--- config.mk ---
export PLATFORM = sky130hd
export DESIGN_NAME = utf8_to_utf16_stream_decoder_top
export DESIGN_NICKNAME = d
export VERILOG_FILES = /design/src/rtl/u8u16_pkg.sv /design/src/rtl/u8u16_front.sv /design/src/rtl/u8u16_fifo.sv /design/src/rtl/u8u16_back.sv /design/src/rtl/utf8_to_utf16_stream_decoder_top.sv
export SDC_FILE = /design/constraint.sdc
export NUM_CORES = 1
export LEC_CHECK = 0
export BUFFER_PORTS_ARGS = -buffer_cell sky130_fd_sc_hd__buf_4
export CORE_MARGIN = 3
export CORE_UTILIZATION = 30
export DETAILED_ROUTE_END_ITERATION = 8
export GPL_TIMING_DRIVEN = 0
export MAX_ROUTING_LAYER = met4
export PLACE_DENSITY = 0.47
export SYNTH_ARGS = -nofsm -noshare
export SYNTH_HDL_FRONTEND = slang
export SYNTH_SLANG_ARGS = --single-unit
--- constraint.sdc ---
create_clock -name clk_i -period 3.4 [get_ports clk_i]
set_input_delay 0.68 -clock clk_i [delete_from_list [all_inputs] [get_ports clk_i]]
set_output_delay 0.68 -clock clk_i [all_outputs]
set_load 0.005 [all_outputs]
--- src/rtl/u8u16_pkg.sv ---
package u8u16_pkg;

  localparam int unsigned CpW = 20;
  localparam int unsigned AccW = 31;
  localparam int unsigned PendW = 3;
  localparam int unsigned UnitW = 16;

  localparam logic [CpW-1:0] MaxPairCp = 20'hEFFFF;
  localparam logic [UnitW-1:0] HiSurrBase = 16'hD800;
  localparam logic [UnitW-1:0] LoSurrBase = 16'hDC00;
  localparam logic [UnitW-1:0] HiSurrAdj = 16'h0040;
  localparam logic [7:0] ContMask = 8'h3F;

  typedef struct packed {
    logic [CpW-1:0] cp;
  } cp_entry_t;

endpackage

--- src/rtl/u8u16_front.sv ---
module u8u16_front import u8u16_pkg::*; (
  input  logic       clk_i,
  input  logic       rst_ni,
  input  logic       in_valid_i,
  output logic       in_stall_o,
  input  logic [7:0] in_byte_i,
  input  logic       end_of_text_i,
  input  logic       q_full_i,
  output logic       q_push_o,
  output cp_entry_t  q_entry_o
);

  logic [PendW-1:0] pend_q, pend_d;
  logic [AccW-1:0]  acc_q, acc_d;
  logic [AccW-1:0]  acc_next;
  logic [AccW-1:0]  cp_full;
  logic             emit;
  logic             is_cont;
  logic             accept;

  assign accept     = in_valid_i && !q_full_i;
  assign in_stall_o = q_full_i;
  assign is_cont    = (in_byte_i[7:6] == 2'b10);
  assign acc_next   = {acc_q[AccW-7:0], in_byte_i[5:0] & ContMask[5:0]};

  always_comb begin
    pend_d  = pend_q;
    acc_d   = acc_q;
    emit    = 1'b0;
    cp_full = '0;
    if (accept) begin
      if (pend_q != '0 && is_cont) begin
        pend_d = pend_q - PendW'(1);
        acc_d  = acc_next;
        if (pend_q == PendW'(1)) begin
          emit    = 1'b1;
          cp_full = acc_next;
          acc_d   = '0;
        end
      end else begin
        pend_d = '0;
        acc_d  = '0;
        if (!in_byte_i[7]) begin
          emit    = 1'b1;
          cp_full = AccW'(in_byte_i);
        end else if (in_byte_i[7:5] == 3'b110) begin
          acc_d  = AccW'(in_byte_i[4:0]);
          pend_d = PendW'(1);
        end else if (in_byte_i[7:4] == 4'b1110) begin
          acc_d  = AccW'(in_byte_i[3:0]);
          pend_d = PendW'(2);
        end else if (in_byte_i[7:3] == 5'b11110) begin
          acc_d  = AccW'(in_byte_i[2:0]);
          pend_d = PendW'(3);
        end else if (in_byte_i[7:2] == 6'b111110) begin
          acc_d  = AccW'(in_byte_i[1:0]);
          pend_d = PendW'(4);
        end else if (in_byte_i[7:1] == 7'b1111110) begin
          acc_d  = AccW'(in_byte_i[0]);
          pend_d = PendW'(5);
        end
      end
      if (end_of_text_i) begin
        pend_d = '0;
        acc_d  = '0;
      end
    end
  end

  assign q_push_o = emit && (cp_full[AccW-1:CpW] == '0) && (cp_full[CpW-1:0] <= MaxPairCp);
  assign q_entry_o.cp = cp_full[CpW-1:0];

  always_ff @(posedge clk_i or negedge rst_ni) begin
    if (!rst_ni) begin
      pend_q <= '0;
      acc_q  <= '0;
    end else begin
      pend_q <= pend_d;
      acc_q  <= acc_d;
    end
  end

endmodule

--- src/rtl/u8u16_fifo.sv ---
module u8u16_fifo import u8u16_pkg::*; #(
  parameter int unsigned QDepth = 4
) (
  input  logic      clk_i,
  input  logic      rst_ni,
  input  logic      push_i,
  input  cp_entry_t wdata_i,
  output logic      full_o,
  input  logic      pop_i,
  output cp_entry_t rdata_o,
  output logic      empty_o
);

  localparam int unsigned PtrW = (QDepth > 1) ? $clog2(QDepth) : 1;
  localparam int unsigned CntW = $clog2(QDepth + 1);

  cp_entry_t       mem_q [QDepth];
  logic [PtrW-1:0] wr_ptr_q, wr_ptr_d;
  logic [PtrW-1:0] rd_ptr_q, rd_ptr_d;
  logic [CntW-1:0] cnt_q, cnt_d;

  assign full_o  = (cnt_q == CntW'(QDepth));
  assign empty_o = (cnt_q == '0);
  assign rdata_o = mem_q[rd_ptr_q];

  always_comb begin
    wr_ptr_d = wr_ptr_q;
    rd_ptr_d = rd_ptr_q;
    cnt_d    = cnt_q;
    if (push_i) begin
      wr_ptr_d = (wr_ptr_q == PtrW'(QDepth - 1)) ? '0 : wr_ptr_q + PtrW'(1);
    end
    if (pop_i) begin
      rd_ptr_d = (rd_ptr_q == PtrW'(QDepth - 1)) ? '0 : rd_ptr_q + PtrW'(1);
    end
    case ({push_i, pop_i})
      2'b10:   cnt_d = cnt_q + CntW'(1);
      2'b01:   cnt_d = cnt_q - CntW'(1);
      default: cnt_d = cnt_q;
    endcase
  end

  always_ff @(posedge clk_i) begin
    if (push_i) begin
      mem_q[wr_ptr_q] <= wdata_i;
    end
  end

  always_ff @(posedge clk_i or negedge rst_ni) begin
    if (!rst_ni) begin
      wr_ptr_q <= '0;
      rd_ptr_q <= '0;
      cnt_q    <= '0;
    end else begin
      wr_ptr_q <= wr_ptr_d;
      rd_ptr_q <= rd_ptr_d;
      cnt_q    <= cnt_d;
    end
  end

endmodule

--- src/rtl/u8u16_back.sv ---
module u8u16_back import u8u16_pkg::*; (
  input  logic             clk_i,
  input  logic             rst_ni,
  input  logic             q_empty_i,
  output logic             q_pop_o,
  input  cp_entry_t        q_entry_i,
  output logic             out_valid_o,
  input  logic             out_stall_i,
  output logic [UnitW-1:0] code_unit_o,
  output logic             last_unit_o
);

  logic             out_valid_q, out_valid_d;
  logic [UnitW-1:0] unit_q, unit_d;
  logic             last_q, last_d;
  logic             lo_pend_q, lo_pend_d;
  logic [9:0]       lo_bits_q, lo_bits_d;
  logic             out_free;

  assign out_free = !out_valid_q || !out_stall_i;
  assign q_pop_o  = out_free && !lo_pend_q && !q_empty_i;

  always_comb begin
    out_valid_d = out_valid_q;
    unit_d      = unit_q;
    last_d      = last_q;
    lo_pend_d   = lo_pend_q;
    lo_bits_d   = lo_bits_q;
    if (out_free) begin
      if (lo_pend_q) begin
        out_valid_d = 1'b1;
        unit_d      = LoSurrBase | UnitW'(lo_bits_q);
        last_d      = 1'b1;
        lo_pend_d   = 1'b0;
      end else if (!q_empty_i) begin
        out_valid_d = 1'b1;
        if (q_entry_i.cp[CpW-1:UnitW] == '0) begin
          unit_d = q_entry_i.cp[UnitW-1:0];
          last_d = 1'b1;
        end else begin
          unit_d    = HiSurrBase + UnitW'(q_entry_i.cp[CpW-1:10]) - HiSurrAdj;
          last_d    = 1'b0;
          lo_pend_d = 1'b1;
          lo_bits_d = q_entry_i.cp[9:0];
        end
      end else begin
        out_valid_d = 1'b0;
      end
    end
  end

  assign out_valid_o = out_valid_q;
  assign code_unit_o = unit_q;
  assign last_unit_o = last_q;

  always_ff @(posedge clk_i) begin
    unit_q    <= unit_d;
    last_q    <= last_d;
    lo_bits_q <= lo_bits_d;
  end

  always_ff @(posedge clk_i or negedge rst_ni) begin
    if (!rst_ni) begin
      out_valid_q <= 1'b0;
      lo_pend_q   <= 1'b0;
    end else begin
      out_valid_q <= out_valid_d;
      lo_pend_q   <= lo_pend_d;
    end
  end

endmodule

--- src/rtl/utf8_to_utf16_stream_decoder_top.sv ---
// UTF-8 to UTF-16 stream decoder. Takes one UTF-8 byte per cycle (legacy
// lead bytes for sequences of up to six bytes are honored) and returns
// UTF-16 code units; a code point above 0xFFFF gives a high surrogate
// (last_unit_o low) and then a low surrogate, code points above 0xEFFFF and
// invalid leads give nothing, a bad continuation byte restarts as a lead, and
// end_of_text_i discards any unfinished sequence. The input side accepts one
// byte every cycle while the code point queue (QDepth entries) has room; the
// output register delivers one unit per cycle while out_stall_i is low, so
// a surrogate pair holds it for both units; the queue absorbs the difference.
module utf8_to_utf16_stream_decoder_top import u8u16_pkg::*; #(
  parameter int unsigned QDepth = 4
) (
  input  logic             clk_i,
  input  logic             rst_ni,
  input  logic             in_valid_i,
  output logic             in_stall_o,
  input  logic [7:0]       in_byte_i,
  input  logic             end_of_text_i,
  output logic             out_valid_o,
  input  logic             out_stall_i,
  output logic [UnitW-1:0] code_unit_o,
  output logic             last_unit_o
);

  logic      q_push;
  logic      q_full;
  logic      q_pop;
  logic      q_empty;
  cp_entry_t push_entry;
  cp_entry_t pop_entry;

  u8u16_front u_front (
    .clk_i         (clk_i),
    .rst_ni        (rst_ni),
    .in_valid_i    (in_valid_i),
    .in_stall_o    (in_stall_o),
    .in_byte_i     (in_byte_i),
    .end_of_text_i (end_of_text_i),
    .q_full_i      (q_full),
    .q_push_o      (q_push),
    .q_entry_o     (push_entry)
  );

  u8u16_fifo #(
    .QDepth (QDepth)
  ) u_fifo (
    .clk_i   (clk_i),
    .rst_ni  (rst_ni),
    .push_i  (q_push),
    .wdata_i (push_entry),
    .full_o  (q_full),
    .pop_i   (q_pop),
    .rdata_o (pop_entry),
    .empty_o (q_empty)
  );

  u8u16_back u_back (
    .clk_i       (clk_i),
    .rst_ni      (rst_ni),
    .q_empty_i   (q_empty),
    .q_pop_o     (q_pop),
    .q_entry_i   (pop_entry),
    .out_valid_o (out_valid_o),
    .out_stall_i (out_stall_i),
    .code_unit_o (code_unit_o),
    .last_unit_o (last_unit_o)
  );

endmodule

==> results_dict.tcl <==
set metrics [dict create \
    status "finished clean" \
    dieArea_um2 22000 \
    synthTopCellsByArea "edfxtp_1 (53%), dfrtp_1 (15%), mux4_2 (7.0%)" \
    p_leak_nw 2.73 \
    area.growth.synth_to_final_pct 19.5 \
    place.gp.congestion 0.784 \
    critPathArrivalTime_ns 3.02 \
    row_count 51 \
    insertion_delay_ns 0.41 \
    yosysSeqAreaShare 0.680 \
    crit_path_start_kind "flop" \
    cp.depth 5 \
    finalCriticalPeriod_ns 2.99 \
    grt_overflow_total 0 \
    drt_iter0_drc 163 \
    min_path_type "in -> async" \
    stdcell_count 709 \
    rrSetupSlack_ns 0.41 \
    yosys_most_used_dff "edfxtp_1" \
    cp_num_buf_inv 0 \
    fin_skew_ns 0.00599 \
    regToRegEndpoint "u_fifo.mem_q[3][19]" \
    wirelength_mm 12.1 \
    finalCritPeriodShare 0.879 \
    worst_pin_slew_ns 1.15 \
    drv_slew 0 \
    syn_area_um2 6090 \
    synth_top_area_frac 0.528 \
    slew_headroom 0.235 \
    post_cts_resized 0 \
    final_nets 457 \
    drv_cap 0 \
    core_area_um2 19700 \
    drtPass1Iterations 4 \
    grt_start_max_net_pins 38 \
    rsz0062_at_grt "no" \
    r2r-start "u_fifo.cnt_q[1]" \
    yosysWarnings 0 \
    yosysTopAreaCell "edfxtp_1" \
    synthesis.nets 407 \
    setup_viol 0 \
    end_kind "flop" \
    ys_types 49 \
    drtAntennaViolNets 0 \
    io_buffers 30 \
    via_count 3277 \
    ios 32 \
    root_buffer "clkbuf_16" \
    route.detailed.drc 0 \
    wire_per_inst_um 17.0 \
    cts_tree "built" \
    crit_required_ns 3.43 \
    crit_start "u_fifo.cnt_q[1]" \
    track_usage 0.122 \
    avgSynthCellArea_um2 15.9 \
    critPathMaxStageDelay_ns 0.92 \
    grt_first_pass_wirelength_mm 19.5 \
    diodes 0 \
    place_inst 679 \
    drive_gt1_frac 0.227 \
    synth_seq_cells 144 \
    setup_tns_ns 0 \
    grt_pass1_vias 3451 \
    crit_chain "nor3b_1 -> nand2b_1 -> o21ai_1 -> a21boi_4 -> and2_1" \
    crit_fanout 20 \
    worstSetupPathType "reg -> reg" \
    netlist_instances 383 \
    clk_pin_slew_ns 0.06 \
    avgViaCountPerCell 4.62 \
    synthMostInstantiatedCell "edfxtp_1" \
    cts.sinks 144 \
    antenna_found_initial 0 \
    async_flop_share 0.257 \
    yosys-top-cells-count "edfxtp_1 (107), dfrtp_1 (37), and2_1 (24), a22o_1 (22), nand2_1 (21)" \
    crit_family "simple AND/OR/NAND/NOR gates" \
    worst_ir_drop_vdd_mv 0.388 \
    dp_hpwl_mm 8.29 \
    initial_core_util 0.309 \
    clockBufferDepth 2 \
    fmaxAchievable_ghz 0.334 \
    finalHoldViolCount 0 \
    cts_max_level 4 \
    die_x_um 148 \
    hold_buffers 0 \
    cts_buffers 17 \
    rr_worst_depth 5 \
    postCtsSetupBuffers 0 \
    crit_end "u_fifo.mem_q[3][19]" \
    die_h_um 148 \
    slowest_stage "and2_1" \
    powerDensity_nw_per_um2 813 \
    synth_edf_count 107 \
]
==> stage by stage <==
step                      hold slack [ns]  instance area, µm²  setup slack (ns)   util  power, mW
after floorplan                     0.384                6090             0.899      -       3.50
after global placement              0.491                6650             0.210  0.337       4.01
after detailed placement            0.493                6650             0.230  0.337       4.04
after CTS                           0.252                7270             0.211  0.369       6.01
after global routing                0.270                7270             0.101  0.369       6.27
final                               0.249                7270             0.410  0.369       5.92
==> state kept, by name, indices dropped and copies added, names as in the netlist <==
name,count
u_fifo.cnt_q,3
u_back.lo_bits_q,10
u_back.last_unit_o,1
u_back.lo_pend_q,1
u_fifo.wr_ptr_q,2
u_front.pend_q,3
u_fifo.rd_ptr_q,2
u_back.code_unit_o,16
u_back.out_valid_o,1
u_front.acc_q,25
u_fifo.mem_q,80
==> cell usage in the layout, fill, tap and decap left out, types with 5 or more instances in the layout <==
| master | Yosys | layout |
|---|---|---|
| ha_1 | 10 | 10 |
| bufinv_16 | 0 | 5 |
| clkbuf_1 | 5 | 5 |
| dfrtp_1 | 37 | 37 |
| nor3b_1 | 6 | 6 |
| buf_2 | 10 | 10 |
| edfxtp_1 | 107 | 107 |
| and2_1 | 24 | 24 |
| o21ai_0 | 9 | 9 |
| nand2b_1 | 6 | 6 |
| a22o_1 | 22 | 22 |
| mux4_2 | 19 | 19 |
| a21oi_1 | 7 | 7 |
| inv_1 | 17 | 17 |
| nand2_1 | 21 | 21 |
| nor2_1 | 10 | 10 |
| clkbuf_16 | 0 | 17 |
| buf_4 | 0 | 31 |
| mux2i_1 | 9 | 9 |
| mux2_2 | 6 | 6 |
| o21ai_1 | 9 | 9 |
==> power breakdown <==
group / leakage [nW] / switching, mW / internal (mW)
logic: 0.945 / 0.841 / 0.705
clock network: 0.299 / 0.674 / 1.28
registers: 1.49 / 0.116 / 2.30
total: 2.73 / 1.63 / 4.28
==> worst min-delay path by stage <==
stage	startpoint	endpoint
2_1_floorplan	rst_ni	u_back.lo_pend_q
3_3_place_gp	u_front.acc_q[21]	u_front.acc_q[21]
3_5_place_dp	u_front.acc_q[21]	u_front.acc_q[21]
4_1_cts	rst_ni	u_front.acc_q[23]
5_1_grt	rst_ni	u_front.acc_q[23]
6_report	rst_ni	u_front.acc_q[21]
==> layer usage <==
metal,up-vias,part of all wire,track usage
li1,1567,-,-
met1,1633,0.49,0.161
met2,63,0.46,0.181
met3,14,0.037,0.0280
met4,0,0.016,0.0508
met5,-,0,-
==> layout make-up <==
type | count | area (µm²)
plain buffers | 18 | 103
clock buffers | 17 | 425
clock inverters | 13 | 195
fillers | 1881 | 12400
inverters | 17 | 63.8
multi-input cells | 204 | 1780
flip-flops and latches | 144 | 4140
well taps | 265 | 332
repair buffers | 31 | 233
==> cells by family after synthesis <==
logic type | count (synthesis) | share of synthesized area
buffers and inverters | 35 | 0.0273
adders and majority gates | 11 | 0.0238
AOI/OAI and AO/OA | 63 | 0.0799
DFF | 144 | 0.680
muxes | 35 | 0.100
xor gates and xnor gates | 3 | 0.00432
and+or+nand+nor | 92 | 0.0844
==> worst register-to-register path, delay by kind of cell, from the launching register on <==
family | cells | cell delay, ns
flops | 1 | 0.42
simple gates | 3 | 1.72
compound gates | 2 | 0.44
No activity file was read; power rests on OpenSTA's default activity.
